## config.mk

```make
export PLATFORM = sky130hd
export DESIGN_NAME = aapc_prep
export DESIGN_NICKNAME = d
export VERILOG_FILES = /design/src/sv/aapc_pkg.sv /design/src/sv/aapc_prep.sv
export SDC_FILE = /design/constraint.sdc
export NUM_CORES = 1
export LEC_CHECK = 0
export BUFFER_PORTS_ARGS = -buffer_cell sky130_fd_sc_hd__clkbuf_2
export CAP_MARGIN = 10
export CORE_MARGIN = 5
export CORE_UTILIZATION = 35
export CTS_BUF_LIST = sky130_fd_sc_hd__clkbuf_16
export CTS_CLUSTER_DIAMETER = 120
export DETAILED_ROUTE_END_ITERATION = 6
export HOLD_SLACK_MARGIN = 0.12
export PLACE_DENSITY_LB_ADDON = 0.12
export SLEW_MARGIN = 20
export SYNTH_ARGS = -nofsm -noshare
export SYNTH_HDL_FRONTEND = slang
export SYNTH_SLANG_ARGS = --single-unit
```

## constraint.sdc

```tcl
create_clock -name aclk -period 7.43 [get_ports aclk]
set_input_delay 1.486 -clock aclk [delete_from_list [all_inputs] [get_ports aclk]]
set_output_delay 1.486 -clock aclk [all_outputs]
set_load 0.05 [all_outputs]
```

## src/sv/aapc_pkg.sv

```systemverilog
`timescale 1ns / 1ps
// ============================================================================
// Ring gauge arc pixel classifier: shared definitions
// Widths, register indexes, data structures and the arctangent table that
// the CORDIC cells use.
// ============================================================================
package aapc_pkg;

    localparam int MAX_RADIUS   = 127;
    localparam int ANGLE_BITS   = 16;
    localparam int PERCENT_FULL = 100;

    localparam int OFFSET_W  = 8;
    localparam int MAG_W     = 8;
    localparam int SQ_W      = 2 * MAG_W - 1;
    localparam int D2_W      = SQ_W + 1;
    localparam int CENTER_W  = 9;
    localparam int RADIUS_W  = 7;
    localparam int RADSQ_W   = 2 * RADIUS_W;
    localparam int SWEEP_W   = 7;
    localparam int COLOR_W   = 16;
    localparam int PIXEL_W   = 11;
    localparam int PROD_W    = ANGLE_BITS + SWEEP_W;

    localparam int CFG_IDX_W  = 3;
    localparam int CFG_DATA_W = 16;

    localparam int S_TDATA_W = 2 * OFFSET_W;
    localparam int M_TDATA_W = 40;
    localparam int M_TUSER_W = 2;

    localparam logic [CFG_IDX_W-1:0] REG_CENTER_X      = 3'd0;
    localparam logic [CFG_IDX_W-1:0] REG_CENTER_Y      = 3'd1;
    localparam logic [CFG_IDX_W-1:0] REG_OUTER_RADIUS  = 3'd2;
    localparam logic [CFG_IDX_W-1:0] REG_INNER_RADIUS  = 3'd3;
    localparam logic [CFG_IDX_W-1:0] REG_SWEEP_PERCENT = 3'd4;
    localparam logic [CFG_IDX_W-1:0] REG_TRACK_COLOR   = 3'd5;
    localparam logic [CFG_IDX_W-1:0] REG_FILL_COLOR    = 3'd6;

    // Coordinates carry COORD_FRAC fraction bits; angles are fractions of a
    // turn with ANG_FRAC fraction bits.
    localparam int CORDIC_STEPS = 48;
    localparam int SHIFT_W      = $clog2(CORDIC_STEPS);
    localparam int COORD_FRAC   = 48;
    localparam int COORD_W      = MAG_W + 2 + COORD_FRAC;
    localparam int ANG_FRAC     = 52;
    localparam int ANG_W        = ANG_FRAC + 2;

    localparam logic signed [ANG_W-1:0] EIGHTH_TURN  = ANG_W'(1) << (ANG_FRAC - 3);
    localparam logic signed [ANG_W-1:0] QUARTER_TURN = ANG_W'(1) << (ANG_FRAC - 2);
    localparam logic signed [ANG_W-1:0] HALF_TURN    = ANG_W'(1) << (ANG_FRAC - 1);
    localparam logic signed [ANG_W-1:0] FULL_TURN    = ANG_W'(1) << ANG_FRAC;

    localparam real PI_REAL      = 3.14159265358979323846;
    localparam real TURN_PER_RAD = 1.0 / (2.0 * PI_REAL);

    typedef struct packed {
        logic signed [COORD_W-1:0] x;
        logic signed [COORD_W-1:0] y;
        logic signed [ANG_W-1:0]   z;
    } vec_t;

    typedef struct packed {
        logic signed [OFFSET_W-1:0] dx;
        logic signed [OFFSET_W-1:0] dy;
        logic [SQ_W-1:0]            sq_x;
        logic [SQ_W-1:0]            sq_y;
        logic                       zero_a;
        logic                       zero_b;
        logic                       diag;
        logic                       a_lt_b;
        logic                       v_neg;
        logic                       u_neg;
    } side_t;

    typedef struct packed {
        vec_t  vec;
        side_t side;
    } stage_t;

    typedef struct packed {
        logic [CENTER_W-1:0] center_x;
        logic [CENTER_W-1:0] center_y;
        logic [RADIUS_W-1:0] outer_radius;
        logic [RADIUS_W-1:0] inner_radius;
        logic [SWEEP_W-1:0]  sweep_percent;
        logic [COLOR_W-1:0]  track_color;
        logic [COLOR_W-1:0]  fill_color;
    } cfg_t;

    typedef struct packed {
        logic                      draw;
        logic signed [PIXEL_W-1:0] pixel_x;
        logic signed [PIXEL_W-1:0] pixel_y;
        logic [COLOR_W-1:0]        color;
        logic                      is_fill;
    } res_t;

    // atan(2^-i) as a fraction of a turn, evaluated at elaboration.
    function automatic logic signed [ANG_W-1:0] atan_turn(input int i);
        real r;
        r = $atan(2.0 ** (-i)) * TURN_PER_RAD * (2.0 ** ANG_FRAC);
        return ANG_W'(longint'(r));
    endfunction

endpackage

```

## src/sv/aapc_prep.sv

```systemverilog
`timescale 1ns / 1ps
// ============================================================================
// Ring gauge arc pixel classifier: input stage
// Folds the offset into the first octant, squares the magnitudes and loads
// the starting vector of the CORDIC chain.
// ============================================================================
module aapc_prep (
    input  logic                               aclk,
    input  logic                               aresetn,
    input  logic                               adv,
    input  logic                               in_valid,
    input  logic signed [aapc_pkg::OFFSET_W-1:0] offset_x,
    input  logic signed [aapc_pkg::OFFSET_W-1:0] offset_y,
    output logic                               out_valid,
    output aapc_pkg::stage_t                   out_data
);
    import aapc_pkg::*;

    logic             valid_reg;
    stage_t           data_reg;
    stage_t           data_next;
    logic [MAG_W-1:0] mag_a;
    logic [MAG_W-1:0] mag_b;
    logic [MAG_W-1:0] mag_max;
    logic [MAG_W-1:0] mag_min;

    always_comb begin
        mag_a = offset_x[OFFSET_W-1] ? MAG_W'(-offset_x) : MAG_W'(offset_x);
        mag_b = offset_y[OFFSET_W-1] ? MAG_W'(-offset_y) : MAG_W'(offset_y);
        mag_max = (mag_a < mag_b) ? mag_b : mag_a;
        mag_min = (mag_a < mag_b) ? mag_a : mag_b;

        data_next.side.dx     = offset_x;
        data_next.side.dy     = offset_y;
        data_next.side.sq_x   = SQ_W'(mag_a) * SQ_W'(mag_a);
        data_next.side.sq_y   = SQ_W'(mag_b) * SQ_W'(mag_b);
        data_next.side.zero_a = (mag_a == '0);
        data_next.side.zero_b = (mag_b == '0);
        data_next.side.diag   = (mag_a == mag_b);
        data_next.side.a_lt_b = (mag_a < mag_b);
        data_next.side.v_neg  = offset_x[OFFSET_W-1];
        data_next.side.u_neg  = (offset_y > 0);
        data_next.vec.x = COORD_W'({mag_max, COORD_FRAC'(0)});
        data_next.vec.y = COORD_W'({mag_min, COORD_FRAC'(0)});
        data_next.vec.z = '0;
    end

    always_ff @(posedge aclk) begin
        if (!aresetn) begin
            valid_reg <= 1'b0;
        end else if (adv) begin
            valid_reg <= in_valid;
        end
        if (adv) begin
            data_reg <= data_next;
        end
    end

    assign out_valid = valid_reg;
    assign out_data  = data_reg;

endmodule

```

==> run metrics <==
Slew headroom 0.333; clk buf depth 2; Max Slew Vio Count 0; most frequent cells in the layout conb_1 (170), inv_1 (101), clkbuf_2 (85); Worst setup SP type input pin; sw frac 0.486; vias post-DR 4,443; vias in the first global route 4,516; Max Freq 151 MHz; arrival time worst endpoint 6.71 ns; area post-placement 7190 um^2; Yosys reg bits 64; Final HPWL DP 11.6 mm; clk slew on worst S/H paths 0.06 ns; Post-Layout Inst Area 7510 um^2; core area 19,500 um^2; worst-margin pin slew 1.00 ns; # placed instances 1,068; Comb pwr share 0.616; syn_area_per_cell 9.86 um^2; DR vias/cell 4.10; async set-reset flop share out of synthesis 0; largest net degree at the start of global routing 65; Buffers on Ports 86; TritonCTS Buffers 9; First-pass DRT Iterations 4; clock skew 0 ns; Post-CTS Setup Inserts 0; RSZ-0062 raised after global routing no; Final WS setup 0.813 ns; Die Area 22,700 um^2; Nets 948; switching power total 1.31 mW; Hold Path Class reg2reg; YS warnings 0; Syn Inst Count 701; P_leak 3.85 nW; ys flop type edfxtp_1; Max Cap Violations 0; PwrDens 360 nW/um^2; status complete, no violations; Final TNS setup 0 ns; post-route insts no fill 1,084; FF-to-FF setup slack 6.83 ns; antenna violations before repair 0; Crit. End Element flop; cts repair resizes 0; routability congestion estimate 0.806; Post-Route WL 14.0 mm; row cnt 51; clock share of power 0.171; Final min period 6.62 ns; top cell type's share of synthesized area 0.274; top cells by area, synth edfxtp_1 (27%), buf_4 (17%), fa_1 (14%); CTS tree yes; Starting Density 0.355; Place WS 0.436 ns; DR WL/cell 12.9 um; min-delay src out_valid; most common cell after layout, fill and taps aside conb_1; CTS Hold Buffers Added 0; gr usage total 0.126; # setup viols final 0; DRC violations left 0; Clock Latency Late Sink 0.34 ns; worst setup path end out_data[34]; largest area contributor in the netlist edfxtp_1; die height 151 um; 1st-iter DRT viols 186; RR Startpoint out_valid; Sink Count 64; cell area after synthesis 6910 um^2; H-tree Lvls 3; CTS Root Cell clkbuf_16; Cell variety after synth 47; n_diodes 0; Top-Level Pins 243; sequential share of the synthesized area 0.277; internal cell power 1.39 mW; crit path max fanout 9; Worst Setup SP offset_x[0]; EDFF count, synth 63; reg2reg end out_valid; data required time of the worst path 7.52 ns; layout cells sized above 1 0.162; peak supply drop 0.132 mV; sequential power share 0.212; global route overflow 0; cells on worst reg2reg path 2; antenna viol nets, final 0; Area growth syn-to-layout 8.60%; critical path class in2reg; Die Span X 151 um; first-pass GRT wire length 22.2 mm; final worst-path cycle share 0.891; Hold Vio Cnt, Final 0
-- power by group through the flow --
stage	clock [mW]	combinational, mW	sequential (mW)
4_1_cts	0.480	1.69	0.576
3_5_place_dp	0	1.69	0.582
2_1_floorplan	0	1.14	0.880
6_report	0.463	1.67	0.573
5_1_grt	0.495	1.88	0.583
3_3_place_gp	0	1.68	0.581
-- cell type report --
type | count | area (um^2)
Multi-Input combinational cell | 532 | 3990
Timing Repair Buffer | 103 | 558
Sequential cell | 64 | 1910
Clock inverter | 7 | 95.1
Tap cell | 265 | 332
Inverter | 104 | 390
Fill cell | 1935 | 12000
Clock buffer | 9 | 225
-- worst min path at each step --
stage	cells past startpoint	slack, ns	end
after floorplan	2	0.74	out_valid
after detailed placement	2	0.53	out_valid
after CTS	2	0.54	out_valid
after global routing	2	0.58	out_valid
final	2	0.53	out_valid
after global placement	2	0.50	out_valid
-- layer usage --
| metal | vias up | global-route usage | routed length (um) |
|---|---|---|---|
| li1 | 2148 | - | - |
| met1 | 2110 | 0.172 | 6400 |
| met2 | 174 | 0.201 | 6420 |
| met3 | 11 | 0.0259 | 1030 |
| met4 | 0 | 0.0384 | 165 |
| met5 | - | 0 | 0 |
-- sequential cells by signal, indices dropped and copies added, names as in the netlist --
name       flops
out_data      63
out_valid      1
-- critical path, stage by stage --
cell	delay (ns)
clkbuf_2	0.13
clkinv_1	0.09
ha_1	0.24
nand2b_1	0.12
o21ai_0	0.10
xnor2_1	0.42
clkinv_1	0.46
nor2_1	0.31
inv_1	0.09
fa_1	0.38
inv_1	0.07
fa_1	0.40
ha_1	0.29
inv_1	0.05
fa_1	0.52
inv_1	0.04
ha_1	0.33
a21o_1	0.19
a21oi_1	0.28
o211ai_1	0.20
a31o_2	0.26
a21oi_1	0.17
xnor2_1	0.08
-- kinds of logic after synthesis --
group                    synth area share
flip-flops                          0.277
AO/OA/AOI/OAI                      0.0585
XOR/XNOR                           0.0494
AND/OR/NAND/NOR                    0.0923
adder cells (fa/ha/maj)             0.261
other                             0.00109
multiplexers                       0.0246
buffers and inverters               0.237
-- metrics by stage --
step                      power (mW)  utilization  hold slack (ns)
after detailed placement        2.27        0.369            0.526
after floorplan                 2.02            -            0.743
final                           2.70        0.386            0.531
after CTS                       2.75        0.386            0.539
after global routing            2.96        0.386            0.577
after global placement          2.26        0.369            0.496
-- cells in the mapped netlist, drive strengths merged, types with 3 or more instances --
master    n
o21bai    3
fa       50
a21oi    16
xor2     10
ha       64
or2       5
a21o      7
xnor2    29
nand3     8
edfxtp   63
nor2     57
clkbuf    8
o211ai    5
or3       3
nand2    29
nor2b     6
inv     101
nor3     13
nand2b    7
mux2i    17
o21ai    11
buf     161
clkinv    3
Note: power is estimated with default switching activity, not from simulation.
