<file path="config.mk">
export PLATFORM = sky130hd
export DESIGN_NAME = aapc_out_buf
export DESIGN_NICKNAME = d
export VERILOG_FILES = /design/src/sv/aapc_pkg.sv /design/src/sv/aapc_out_buf.sv
export SDC_FILE = /design/constraint.sdc
export NUM_CORES = 1
export LEC_CHECK = 0
export ABC_AREA = 1
export BUFFER_PORTS_ARGS = -buffer_cell sky130_fd_sc_hd__buf_2
export CAP_MARGIN = 20
export CORE_ASPECT_RATIO = 0.5
export CORE_MARGIN = 2
export CORE_UTILIZATION = 50
export CTS_CLUSTER_SIZE = 14
export DETAILED_ROUTE_END_ITERATION = 10
export GPL_TIMING_DRIVEN = 0
export PLACE_DENSITY = 0.89
export REMOVE_ABC_BUFFERS = 1
export SLEW_MARGIN = 20
export SYNTH_ARGS = -nofsm -noshare
export SYNTH_HDL_FRONTEND = slang
export SYNTH_SLANG_ARGS = --single-unit
</file>
<file path="constraint.sdc">
create_clock -name aclk -period 8.03 [get_ports aclk]
set_input_delay 0 -clock aclk [delete_from_list [all_inputs] [get_ports aclk]]
set_output_delay 0 -clock aclk [all_outputs]
set_load 0.01 [all_outputs]
</file>
<file path="src/sv/aapc_pkg.sv">
`timescale 1ns / 1ps
// ============================================================================
// Ring gauge arc pixel classifier: shared definitions
// Widths, register indexes, data structures and the arctangent table that
// the CORDIC cells use.
// ============================================================================
package aapc_pkg;

    localparam int MAX_RADIUS   = 127;
    localparam int ANGLE_BITS   = 16;
    localparam int PERCENT_FULL = 100;

    localparam int OFFSET_W  = 8;
    localparam int MAG_W     = 8;
    localparam int SQ_W      = 2 * MAG_W - 1;
    localparam int D2_W      = SQ_W + 1;
    localparam int CENTER_W  = 9;
    localparam int RADIUS_W  = 7;
    localparam int RADSQ_W   = 2 * RADIUS_W;
    localparam int SWEEP_W   = 7;
    localparam int COLOR_W   = 16;
    localparam int PIXEL_W   = 11;
    localparam int PROD_W    = ANGLE_BITS + SWEEP_W;

    localparam int CFG_IDX_W  = 3;
    localparam int CFG_DATA_W = 16;

    localparam int S_TDATA_W = 2 * OFFSET_W;
    localparam int M_TDATA_W = 40;
    localparam int M_TUSER_W = 2;

    localparam logic [CFG_IDX_W-1:0] REG_CENTER_X      = 3'd0;
    localparam logic [CFG_IDX_W-1:0] REG_CENTER_Y      = 3'd1;
    localparam logic [CFG_IDX_W-1:0] REG_OUTER_RADIUS  = 3'd2;
    localparam logic [CFG_IDX_W-1:0] REG_INNER_RADIUS  = 3'd3;
    localparam logic [CFG_IDX_W-1:0] REG_SWEEP_PERCENT = 3'd4;
    localparam logic [CFG_IDX_W-1:0] REG_TRACK_COLOR   = 3'd5;
    localparam logic [CFG_IDX_W-1:0] REG_FILL_COLOR    = 3'd6;

    // Coordinates carry COORD_FRAC fraction bits; angles are fractions of a
    // turn with ANG_FRAC fraction bits.
    localparam int CORDIC_STEPS = 48;
    localparam int SHIFT_W      = $clog2(CORDIC_STEPS);
    localparam int COORD_FRAC   = 48;
    localparam int COORD_W      = MAG_W + 2 + COORD_FRAC;
    localparam int ANG_FRAC     = 52;
    localparam int ANG_W        = ANG_FRAC + 2;

    localparam logic signed [ANG_W-1:0] EIGHTH_TURN  = ANG_W'(1) << (ANG_FRAC - 3);
    localparam logic signed [ANG_W-1:0] QUARTER_TURN = ANG_W'(1) << (ANG_FRAC - 2);
    localparam logic signed [ANG_W-1:0] HALF_TURN    = ANG_W'(1) << (ANG_FRAC - 1);
    localparam logic signed [ANG_W-1:0] FULL_TURN    = ANG_W'(1) << ANG_FRAC;

    localparam real PI_REAL      = 3.14159265358979323846;
    localparam real TURN_PER_RAD = 1.0 / (2.0 * PI_REAL);

    typedef struct packed {
        logic signed [COORD_W-1:0] x;
        logic signed [COORD_W-1:0] y;
        logic signed [ANG_W-1:0]   z;
    } vec_t;

    typedef struct packed {
        logic signed [OFFSET_W-1:0] dx;
        logic signed [OFFSET_W-1:0] dy;
        logic [SQ_W-1:0]            sq_x;
        logic [SQ_W-1:0]            sq_y;
        logic                       zero_a;
        logic                       zero_b;
        logic                       diag;
        logic                       a_lt_b;
        logic                       v_neg;
        logic                       u_neg;
    } side_t;

    typedef struct packed {
        vec_t  vec;
        side_t side;
    } stage_t;

    typedef struct packed {
        logic [CENTER_W-1:0] center_x;
        logic [CENTER_W-1:0] center_y;
        logic [RADIUS_W-1:0] outer_radius;
        logic [RADIUS_W-1:0] inner_radius;
        logic [SWEEP_W-1:0]  sweep_percent;
        logic [COLOR_W-1:0]  track_color;
        logic [COLOR_W-1:0]  fill_color;
    } cfg_t;

    typedef struct packed {
        logic                      draw;
        logic signed [PIXEL_W-1:0] pixel_x;
        logic signed [PIXEL_W-1:0] pixel_y;
        logic [COLOR_W-1:0]        color;
        logic                      is_fill;
    } res_t;

    // atan(2^-i) as a fraction of a turn, evaluated at elaboration.
    function automatic logic signed [ANG_W-1:0] atan_turn(input int i);
        real r;
        r = $atan(2.0 ** (-i)) * TURN_PER_RAD * (2.0 ** ANG_FRAC);
        return ANG_W'(longint'(r));
    endfunction

endpackage

</file>
<file path="src/sv/aapc_out_buf.sv">
`timescale 1ns / 1ps
// ============================================================================
// Ring gauge arc pixel classifier: output buffer
// Two-entry buffer that decouples the result channel from the pipeline, so
// that the pipeline stall is taken from a register.
// ============================================================================
module aapc_out_buf (
    input  logic           aclk,
    input  logic           aresetn,
    input  logic           push,
    input  aapc_pkg::res_t push_data,
    output logic           space,
    output logic           out_valid,
    input  logic           out_ready,
    output aapc_pkg::res_t out_data
);
    import aapc_pkg::*;

    logic [1:0] count_reg;
    logic [1:0] count_next;
    res_t       head_reg;
    res_t       tail_reg;
    logic       pop;

    assign pop = out_valid && out_ready;

    always_comb begin
        count_next = count_reg;
        if (push && !pop) begin
            count_next = count_reg + 2'd1;
        end else if (pop && !push) begin
            count_next = count_reg - 2'd1;
        end
    end

    always_ff @(posedge aclk) begin
        if (!aresetn) begin
            count_reg <= '0;
        end else begin
            count_reg <= count_next;
        end
        if ((count_reg == 2'd0 && push) || (count_reg == 2'd1 && push && pop)) begin
            head_reg <= push_data;
        end else if (count_reg == 2'd2 && pop) begin
            head_reg <= tail_reg;
        end
        if (count_reg == 2'd1 && push && !pop) begin
            tail_reg <= push_data;
        end
    end

    assign space     = (count_reg != 2'd2);
    assign out_valid = (count_reg != 2'd0);
    assign out_data  = head_reg;

endmodule

</file>
==> impl_metrics.py <==
metrics = {
    "die": {
        "initial_core_util_pct": 52.1,
        "die_area_um2": 7080,
        "ioPinCount": 86,
        "die_h_um": 60.5,
        "die_x_um": 117,
        "rows": 20,
        "core_area_um2": 6130,
    },
    "worst_setup_path": {
        "critPathMaxFanout": 41,
        "cp.required_ns": 8.06,
        "critPathTopFamily": "simple AND/OR/NAND/NOR gates",
        "crit_path_top_delay_cell": "nand2_2",
        "cp.arrival_ns": 2.79,
        "r2r_start": "count_reg[0]",
        "cp_cell_sequence": "inv_1 > ha_1 > inv_2 > nand2_2 > nand2_4 > o21ai_4 > buf_16",
        "critPathKind": "reg -> reg",
        "cp-start-kind": "register",
        "critical_path_buf_inv_count": 3,
        "cp-end-kind": "register",
        "max_stage_delay_ns": 0.58,
        "setup.worst_path.start": "count_reg[0]",
    },
    "clocking": {
        "cts_buffer_depth": 2,
        "cts-buffers-inserted": 9,
        "cts_sinks": 82,
        "clockRootBuffer": "clkbuf_16",
        "postCtsSetupBuffers": 0,
        "htreeDepth": 3,
        "worstSkewPairLatency_ns": 0.33,
        "clkTransAtPathRegs_ns": 0.06,
        "cts_tree": "built",
    },
    "global_routing": {
        "grt_max_degree": 44,
        "grt-ovfl-total": 0,
        "track_usage_pct": 20.9,
        "grt_pass1_wl_um": 10700,
        "grt_pass1_vias": 2147,
        "use_met3_pct": 6.39,
        "antenna_found_initial": 0,
        "grt_util_met1_pct": 23.9,
        "grtUsageMet2_pct": 39.1,
        "top_usage_layer": "met2",
    },
    "logic_synthesis": {
        "yosys.area.top_type": "edfxtp_1",
        "netlist.area_leader.share_pct": 75.2,
        "synth_edf_count": 80,
        "synth_ff_type": "edfxtp_1",
        "synthCells": 240,
        "synthTopCellsByArea": "edfxtp_1 (75%), nand2_1 (10%), nand3_1 (6.4%)",
        "synth_seq_cells": 82,
        "async_flop_share_pct": 0,
        "syn-cell-area_um2": 3190,
        "ys_seq_area_share_pct": 76.5,
        "ys_types": 16,
        "syn-mean-instance-area_um2": 13.3,
        "synth_commonest_cells": "nand2_1 (85), edfxtp_1 (80), nand3_1 (41)",
        "yosysMostFrequentCell": "nand2_1",
        "ys_warn_count": 0,
    },
    "timing": {
        "slew_viol_final": 0,
        "slew_headroom_pct": 45.4,
        "max_freq_ghz": 0.363,
        "tightest_slew_ns": 0.820,
        "setup_viol": 0,
        "clock_skew_ns": 0.00375,
        "grt_setup_unrepaired": "no",
        "final-hold-violation-count": 0,
        "setup-tns-final_ns": 0,
        "period_minus_slack_ns": 2.76,
        "finalCritPeriodShare_pct": 34.4,
        "layout_setup_ws_ns": 5.27,
    },
    "final_layout": {
        "drive_gt1_share_pct": 28.8,
        "syn_to_final_growth_pct": 38.6,
        "final_util_pct": 72.2,
        "final-seq-area_um2": 2440,
        "fin_nets": 414,
        "fillCellCount": 394,
        "multiInputGateArea_um2": 633,
        "n_antenna_cell": 0,
    },
    "routing": {
        "route.detailed.drc": 0,
        "wl_per_cell_um": 15.4,
        "via_per_inst": 4.93,
        "antenna_left": 0,
        "drt_wl_total_um": 7070,
        "drt_first_pass_iters": 4,
        "vias": 2264,
        "first_iter_violations": 173,
    },
    "power": {
        "p_total_uw": 1240,
        "switchingPower_uw": 319,
        "power_frac_comb_pct": 19.1,
        "swShare_pct": 25.8,
        "power_leakage_uw": 0.00189,
        "pwr-share-clk_pct": 35.1,
        "p_int_uw": 916,
        "p_seq_share_pct": 45.8,
        "vdd_drop_max_mv": 0.121,
        "power_density_nw_per_um2": 279,
    },
    "job": {
        "drv_cap": 0,
    },
    "placed_design": {
        "pre_cts_ws_ns": 5.29,
        "port_buffers": 85,
        "gp_congestion": 0.813,
        "dp_hpwl_um": 3970,
    },
    "outcome": {
        "status": "complete, no violations",
    },
    "worst_hold_path": {
        "hold_class": "in -> reg",
        "worstHoldStart": "out_ready",
    },
}
==> routing by layer <==
| metal | up-vias | part of all wire, % |
|---|---|---|
| li1 | 1086 | - |
| met1 | 1083 | 40 |
| met2 | 85 | 54 |
| met3 | 10 | 4.8 |
| met4 | 0 | 1.1 |
| met5 | - | 0 |
==> final timing paths <==
kind                        to  slack [ns]  depth (start not counted)
setup / recovery  out_data[38]        5.27                          7
hold / removal    count_reg[0]        0.23                          4
setup reg to reg  out_data[38]        5.27                          7
hold reg to reg   out_data[32]        0.51                          2
==> stage by stage <==
step,cell area (um^2),instances,hold WS (ns)
2_1_floorplan,3090,227,0.0989
3_3_place_gp,3630,400,0.191
3_5_place_dp,3700,402,0.195
4_1_cts,4430,459,0.220
5_1_grt,4430,459,0.292
6_report,4430,459,0.227
==> power groups by stage <==
stage | logic [uW] | clock network (uW) | registers (uW)
2_1_floorplan | 92.6 | 0 | 600
3_3_place_gp | 193 | 0 | 578
3_5_place_dp | 219 | 0 | 574
4_1_cts | 234 | 437 | 565
5_1_grt | 259 | 454 | 570
6_report | 236 | 433 | 565
==> cell families (layout without fill, tap and decap cells) <==
family	after synthesis	after routing	synth area share, %
adders and majority gates	4	4	1.57
DFF	82	82	76.5
buffers and inverters	21	152	4.08
AOI/OAI and AO/OA	4	4	0.705
and+or+nand+nor	129	129	17.2
==> repair_timing <==
item	CTS	global route
gates resized for setup	0	0
endpoints found under the hold margin	62	0
endpoints found under the setup margin	0	0
hold buffers	41	0
==> cell usage in the layout (no fill, tap or decap), drive strengths merged <==
cell / synthesis / final
dlygate4sd3: 0 / 41
bufinv: 0 / 2
ha: 4 / 4
buf: 13 / 87
dfxtp: 2 / 2
inv: 8 / 8
clkinvlp: 0 / 1
a21oi: 1 / 1
nand2: 87 / 87
o21ai: 2 / 2
a21boi: 1 / 1
and3: 1 / 1
nand3: 41 / 41
edfxtp: 80 / 80
clkinv: 0 / 2
clkbuf: 0 / 11
==> area by class of cell <==
class | count | area share (%)
Sequential cell | 82 | 55.2
Timing Repair Buffer | 128 | 20.1
Multi-Input combinational cell | 137 | 14.3
Clock buffer | 11 | 5.48
Tap cell | 88 | 2.49
Clock inverter | 5 | 1.75
Inverter | 8 | 0.678
==> worst register-to-register path, stage by stage, from the launching register on <==
cell,delay (ns)
dfxtp_1,0.32
inv_1,0.13
ha_1,0.20
inv_2,0.06
nand2_2,0.58
nand2_4,0.50
o21ai_4,0.42
buf_16,0.25
No activity file was read; power rests on OpenSTA's default activity.
