===== src/sv/aapc_pkg.sv =====
`timescale 1ns / 1ps
// ============================================================================
// Ring gauge arc pixel classifier: shared definitions
// Widths, register indexes, data structures and the arctangent table that
// the CORDIC cells use.
// ============================================================================
package aapc_pkg;

    localparam int MAX_RADIUS   = 127;
    localparam int ANGLE_BITS   = 16;
    localparam int PERCENT_FULL = 100;

    localparam int OFFSET_W  = 8;
    localparam int MAG_W     = 8;
    localparam int SQ_W      = 2 * MAG_W - 1;
    localparam int D2_W      = SQ_W + 1;
    localparam int CENTER_W  = 9;
    localparam int RADIUS_W  = 7;
    localparam int RADSQ_W   = 2 * RADIUS_W;
    localparam int SWEEP_W   = 7;
    localparam int COLOR_W   = 16;
    localparam int PIXEL_W   = 11;
    localparam int PROD_W    = ANGLE_BITS + SWEEP_W;

    localparam int CFG_IDX_W  = 3;
    localparam int CFG_DATA_W = 16;

    localparam int S_TDATA_W = 2 * OFFSET_W;
    localparam int M_TDATA_W = 40;
    localparam int M_TUSER_W = 2;

    localparam logic [CFG_IDX_W-1:0] REG_CENTER_X      = 3'd0;
    localparam logic [CFG_IDX_W-1:0] REG_CENTER_Y      = 3'd1;
    localparam logic [CFG_IDX_W-1:0] REG_OUTER_RADIUS  = 3'd2;
    localparam logic [CFG_IDX_W-1:0] REG_INNER_RADIUS  = 3'd3;
    localparam logic [CFG_IDX_W-1:0] REG_SWEEP_PERCENT = 3'd4;
    localparam logic [CFG_IDX_W-1:0] REG_TRACK_COLOR   = 3'd5;
    localparam logic [CFG_IDX_W-1:0] REG_FILL_COLOR    = 3'd6;

    // Coordinates carry COORD_FRAC fraction bits; angles are fractions of a
    // turn with ANG_FRAC fraction bits.
    localparam int CORDIC_STEPS = 48;
    localparam int SHIFT_W      = $clog2(CORDIC_STEPS);
    localparam int COORD_FRAC   = 48;
    localparam int COORD_W      = MAG_W + 2 + COORD_FRAC;
    localparam int ANG_FRAC     = 52;
    localparam int ANG_W        = ANG_FRAC + 2;

    localparam logic signed [ANG_W-1:0] EIGHTH_TURN  = ANG_W'(1) << (ANG_FRAC - 3);
    localparam logic signed [ANG_W-1:0] QUARTER_TURN = ANG_W'(1) << (ANG_FRAC - 2);
    localparam logic signed [ANG_W-1:0] HALF_TURN    = ANG_W'(1) << (ANG_FRAC - 1);
    localparam logic signed [ANG_W-1:0] FULL_TURN    = ANG_W'(1) << ANG_FRAC;

    localparam real PI_REAL      = 3.14159265358979323846;
    localparam real TURN_PER_RAD = 1.0 / (2.0 * PI_REAL);

    typedef struct packed {
        logic signed [COORD_W-1:0] x;
        logic signed [COORD_W-1:0] y;
        logic signed [ANG_W-1:0]   z;
    } vec_t;

    typedef struct packed {
        logic signed [OFFSET_W-1:0] dx;
        logic signed [OFFSET_W-1:0] dy;
        logic [SQ_W-1:0]            sq_x;
        logic [SQ_W-1:0]            sq_y;
        logic                       zero_a;
        logic                       zero_b;
        logic                       diag;
        logic                       a_lt_b;
        logic                       v_neg;
        logic                       u_neg;
    } side_t;

    typedef struct packed {
        vec_t  vec;
        side_t side;
    } stage_t;

    typedef struct packed {
        logic [CENTER_W-1:0] center_x;
        logic [CENTER_W-1:0] center_y;
        logic [RADIUS_W-1:0] outer_radius;
        logic [RADIUS_W-1:0] inner_radius;
        logic [SWEEP_W-1:0]  sweep_percent;
        logic [COLOR_W-1:0]  track_color;
        logic [COLOR_W-1:0]  fill_color;
    } cfg_t;

    typedef struct packed {
        logic                      draw;
        logic signed [PIXEL_W-1:0] pixel_x;
        logic signed [PIXEL_W-1:0] pixel_y;
        logic [COLOR_W-1:0]        color;
        logic                      is_fill;
    } res_t;

    // atan(2^-i) as a fraction of a turn, evaluated at elaboration.
    function automatic logic signed [ANG_W-1:0] atan_turn(input int i);
        real r;
        r = $atan(2.0 ** (-i)) * TURN_PER_RAD * (2.0 ** ANG_FRAC);
        return ANG_W'(longint'(r));
    endfunction

endpackage


===== src/sv/aapc_finish.sv =====
`timescale 1ns / 1ps
// ============================================================================
// Ring gauge arc pixel classifier: result stages
// Annulus test, angle assembly from the octant, sweep test and colour
// choice, over three register stages.
// ============================================================================
module aapc_finish (
    input  logic             aclk,
    input  logic             aresetn,
    input  logic             adv,
    input  aapc_pkg::cfg_t   cfg,
    input  logic             in_valid,
    input  aapc_pkg::stage_t in_data,
    output logic             out_valid,
    output aapc_pkg::res_t   out_data
);
    import aapc_pkg::*;

    logic [2:0]                 valid_reg;

    logic                       a_draw_reg;
    logic signed [ANG_W-1:0]    a_phi_reg;
    logic                       a_v_neg_reg;
    logic                       a_u_neg_reg;
    logic signed [OFFSET_W-1:0] a_dx_reg;
    logic signed [OFFSET_W-1:0] a_dy_reg;

    logic                       b_draw_reg;
    logic [ANGLE_BITS-1:0]      b_code_reg;
    logic signed [OFFSET_W-1:0] b_dx_reg;
    logic signed [OFFSET_W-1:0] b_dy_reg;

    res_t                       res_reg;

    logic [D2_W-1:0]            d2;
    logic [RADSQ_W-1:0]         ro2;
    logic [RADSQ_W-1:0]         ri2;
    logic                       draw_next;
    logic signed [ANG_W-1:0]    phi_next;
    logic signed [ANG_W-1:0]    angle;
    logic [PROD_W-1:0]          scaled_code;
    logic [PROD_W-1:0]          sweep_limit;
    logic                       fill;
    res_t                       res_next;

    always_comb begin
        d2  = D2_W'(in_data.side.sq_x) + D2_W'(in_data.side.sq_y);
        ro2 = RADSQ_W'(cfg.outer_radius) * RADSQ_W'(cfg.outer_radius);
        ri2 = RADSQ_W'(cfg.inner_radius) * RADSQ_W'(cfg.inner_radius);
        draw_next = (d2 <= D2_W'(ro2)) && (d2 >= D2_W'(ri2));

        if (in_data.side.zero_a) begin
            phi_next = '0;
        end else if (in_data.side.zero_b) begin
            phi_next = QUARTER_TURN;
        end else if (in_data.side.diag) begin
            phi_next = EIGHTH_TURN;
        end else if (in_data.side.a_lt_b) begin
            phi_next = in_data.vec.z;
        end else begin
            phi_next = QUARTER_TURN - in_data.vec.z;
        end
    end

    always_comb begin
        case ({a_v_neg_reg, a_u_neg_reg})
            2'b00:   angle = a_phi_reg;
            2'b01:   angle = HALF_TURN - a_phi_reg;
            2'b11:   angle = HALF_TURN + a_phi_reg;
            default: angle = FULL_TURN - a_phi_reg;
        endcase
    end

    always_comb begin
        scaled_code = PROD_W'(b_code_reg) * PROD_W'(PERCENT_FULL);
        sweep_limit = {cfg.sweep_percent, ANGLE_BITS'(0)};
        fill = b_draw_reg && (scaled_code <= sweep_limit);

        res_next.draw    = b_draw_reg;
        res_next.is_fill = fill;
        res_next.color   = fill ? cfg.fill_color : (b_draw_reg ? cfg.track_color : '0);
        res_next.pixel_x = $signed({2'b00, cfg.center_x}) + PIXEL_W'(b_dx_reg);
        res_next.pixel_y = $signed({2'b00, cfg.center_y}) + PIXEL_W'(b_dy_reg);
    end

    always_ff @(posedge aclk) begin
        if (!aresetn) begin
            valid_reg <= '0;
        end else if (adv) begin
            valid_reg <= {valid_reg[1:0], in_valid};
        end
        if (adv) begin
            a_draw_reg  <= draw_next;
            a_phi_reg   <= phi_next;
            a_v_neg_reg <= in_data.side.v_neg;
            a_u_neg_reg <= in_data.side.u_neg;
            a_dx_reg    <= in_data.side.dx;
            a_dy_reg    <= in_data.side.dy;

            b_draw_reg  <= a_draw_reg;
            b_code_reg  <= angle[ANG_FRAC-1 -: ANGLE_BITS];
            b_dx_reg    <= a_dx_reg;
            b_dy_reg    <= a_dy_reg;

            res_reg     <= res_next;
        end
    end

    assign out_valid = valid_reg[2];
    assign out_data  = res_reg;

endmodule


===== config.mk =====
export PLATFORM = sky130hd
export DESIGN_NAME = aapc_finish
export DESIGN_NICKNAME = d
export VERILOG_FILES = /design/src/sv/aapc_pkg.sv /design/src/sv/aapc_finish.sv
export SDC_FILE = /design/constraint.sdc
export NUM_CORES = 1
export LEC_CHECK = 0
export BUFFER_PORTS_ARGS = -buffer_cell sky130_fd_sc_hd__buf_2
export CAP_MARGIN = 20
export CORE_AREA = 2 2 271 166
export CTS_BUF_LIST = sky130_fd_sc_hd__clkbuf_4 sky130_fd_sc_hd__clkbuf_8
export DETAILED_ROUTE_END_ITERATION = 16
export DIE_AREA = 0 0 273 168
export SYNTH_ARGS = -nofsm -noshare
export SYNTH_HDL_FRONTEND = slang
export SYNTH_SLANG_ARGS = --single-unit

===== constraint.sdc =====
create_clock -name aclk -period 6.2 [get_ports aclk]
set_input_delay 0.93 -clock aclk [delete_from_list [all_inputs] [get_ports aclk]]
set_output_delay 0.93 -clock aclk [all_outputs]
set_load 0.05 [all_outputs]

==> metrics.cfg <==
[power_and_ir_drop]
p_per_area_nw_per_um2=285
ir_drop_mv=0.151
p_leak_uw=0.00664

[min_path]
hold_class=reg -> reg
min_to=b_dy_reg[6]
hold_depth=0
hold_start=a_dy_reg[6]

[global_route]
grtUsageTotal=0.137
grt_overflow=0
grt_pass1_vias=10000
grt_max_degree=100
antenna_found_initial=3
grt_pass1_wl_um=50800

[synth]
synth_top_family_by_area=adder cells
async_reset_ff_frac=0
synth.net_count=1848
syn_area_um2=12900
synthAdderAreaFrac=0.232
avgSynthCellArea_um2=9.64
synthesis.instances=1336
yosysUniqueCellTypes=69
synth-xor-area-share=0.0660
synthMuxAreaShare=0.0218
ys_seq_area_frac=0.340
synth_simple_gate_area_frac=0.158
synth_edf_count=144
synth_compound_area_frac=0.125
ys_warn_count=0
ys_seq_elements=147
synth_ff_type=edfxtp_1

[clock_network]
clock_latency_ns=0.48
cts_sinks=147
cts.path.max_buffers=2
cts_made_buffers=17
htree_levels=4
postCtsSetupBuffers=0
cts.reportedPaths.clkPinSlew_ns=0.10
cts_tree=built
clockRootBuffer=clkbuf_8

[finish]
area_delta_synth_final_pct=16.6
largest_reg_flops=52
multi_input_area_um2=7770
seqCellArea_um2=4380
mostFrequentLayoutCells=buf_2, ha_1, inv_1
final_common_cell=buf_2
nFillCells=4511
drive_gt1_frac=0.181
layout.nets=2061
fin_area_um2=15000

[sta]
skew_ns=0.0113
max_freq_mhz=177
period_share=0.910
period_needed_ns=5.64
tightestPinTransition_ns=1.01
relSlewSlack=0.330
setup_viol=0
hold_viol_final=0
slew_viol_final=0
tns_ns=0
grt_setup_unrepaired=no

[setup_path]
r2r_cells=21
ff2ff_setup_slack_ns=0.57
cpMostUsedCell=inv_1
cp-end-kind=flop
worstPathArrival_ns=5.88
worstPathMaxFanout=12
timing.rr.end=out_data[15]
critPathLaunchType=primary input
crit_chain=buf_2, nand2_1, xor2_1, ha_1, inv_1, fa_1, inv_1, fa_1, inv_1, fa_1, inv_1, ha_1, a211oi_1, o21ai_0, a31o_2, a21oi_1, xnor2_1, ha_1, nor3_1, nand2_1, a21oi_1, a21oi_1, and3_1
critPathLaunch=cfg[40]
slowest_stage=fa_1
cpPeakStageDelay_ns=0.53
critical_path_class=in -> reg
critPathRequiredTime_ns=6.44
reg2reg_from=b_code_reg[4]

[route]
routedWlPerCell_um=14.8
ant_nets=0
vias=10400
drc=0
routed_wl_um=31800
viasPerCell=4.82
drt_iter0_markers=747
first_pass_iters=6

[placement]
placed_cell_area_um2=14600
portBuffers=219
dp_hpwl_um=26100
gp_congestion=0.844

[die]
core_um2=43800
die_area_um2=45900
start_util=0.294
rows=60
boundaryPins=338
dieHeight_um=168
dieWidth_um=273

[flow_run]
maxCapViolations=0

[status]
status=completed

[through the flow]
| step | setup WS [ns] | utilization | hold WS [ns] | cells | total power [µW] |
|---|---|---|---|---|---|
| detailed placement | 0.0766 | 0.334 | 0.405 | 2119 | 3550 |
| global placement | 0.231 | 0.334 | 0.401 | 2119 | 3480 |
| global route | 0.155 | 0.343 | 0.434 | 2154 | 4640 |
| finish | 0.558 | 0.343 | 0.427 | 2154 | 4280 |
| floorplan | 0.543 | - | 0.400 | 1336 | 3010 |
| CTS | 0.436 | 0.343 | 0.428 | 2151 | 4310 |
[cell type report]
class | instances | area share
antenna | 3 | 0.000500
clock buffer | 17 | 0.0156
clock inverter | 15 | 0.00941
inverter | 150 | 0.0375
multi-input combinational | 1003 | 0.517
sequential | 147 | 0.292
tap | 589 | 0.0490
timing repair buffer | 230 | 0.0789
[cell families after synthesis]
group,after synthesis
buf+inv,186
compound gates,257
xor+xnor,97
fa+ha+maj,215
mux,28
flops,147
simple gates,406
[critical path, delay by kind of cell]
| kind | cells | cell delay, ns |
|---|---|---|
| compound gates | 6 | 1.17 |
| xor+xnor | 2 | 0.26 |
| fa+ha+maj | 6 | 2.37 |
| buf+inv | 5 | 0.40 |
| simple gates | 4 | 0.74 |
[metal layers]
| layer | global-route usage | part of all wire | vias to the layer above |
|---|---|---|---|
| li1 | - | - | 5192 |
| met1 | 0.201 | 0.51 | 4916 |
| met2 | 0.206 | 0.44 | 237 |
| met3 | 0.0215 | 0.039 | 39 |
| met4 | 0.0430 | 0.017 | 0 |
| met5 | 0 | 0 | - |
[Yosys cell counts, types with 6 or more instances]
master | instances | area share
nor3_1 | 33 | 0.013
inv_1 | 150 | 0.044
clkbuf_1 | 33 | 0.0096
o31ai_1 | 8 | 0.0047
xnor2_1 | 73 | 0.050
nor2b_1 | 18 | 0.0087
and3_1 | 11 | 0.0053
o41ai_1 | 6 | 0.0041
a21o_1 | 13 | 0.0076
mux2i_1 | 28 | 0.022
o21bai_1 | 8 | 0.0047
or3_1 | 21 | 0.010
nor2_1 | 102 | 0.030
xor2_1 | 24 | 0.016
o21a_1 | 9 | 0.0052
a21oi_1 | 79 | 0.031
nand2b_1 | 13 | 0.0063
and2_1 | 28 | 0.014
a31oi_1 | 14 | 0.0068
o21ai_0 | 66 | 0.026
ha_1 | 175 | 0.17
nand3_1 | 30 | 0.012
a211oi_1 | 13 | 0.0076
nor4_1 | 16 | 0.0078
edfxtp_1 | 144 | 0.34
fa_1 | 40 | 0.062
nand2_1 | 95 | 0.028
[where the power goes]
group	leakage [µW]	internal (µW)	switching [µW]
registers	0.00143	1230	50.5
clock network	0.000184	295	445
logic	0.00503	923	1330
[timing repair]
item | 4_1_cts | 5_1_grt
gates resized for setup | 0 | 1
setup endpoints to repair | 0 | 14
hold buffers | 0 | 0
[how the worst max path moves through the flow]
stage	end
4_1_cts	out_data[15]
2_1_floorplan	a_draw_reg
3_5_place_dp	a_draw_reg
5_1_grt	out_data[10]
6_report	a_draw_reg
3_3_place_gp	a_draw_reg
(Power assumes the default switching activity.)
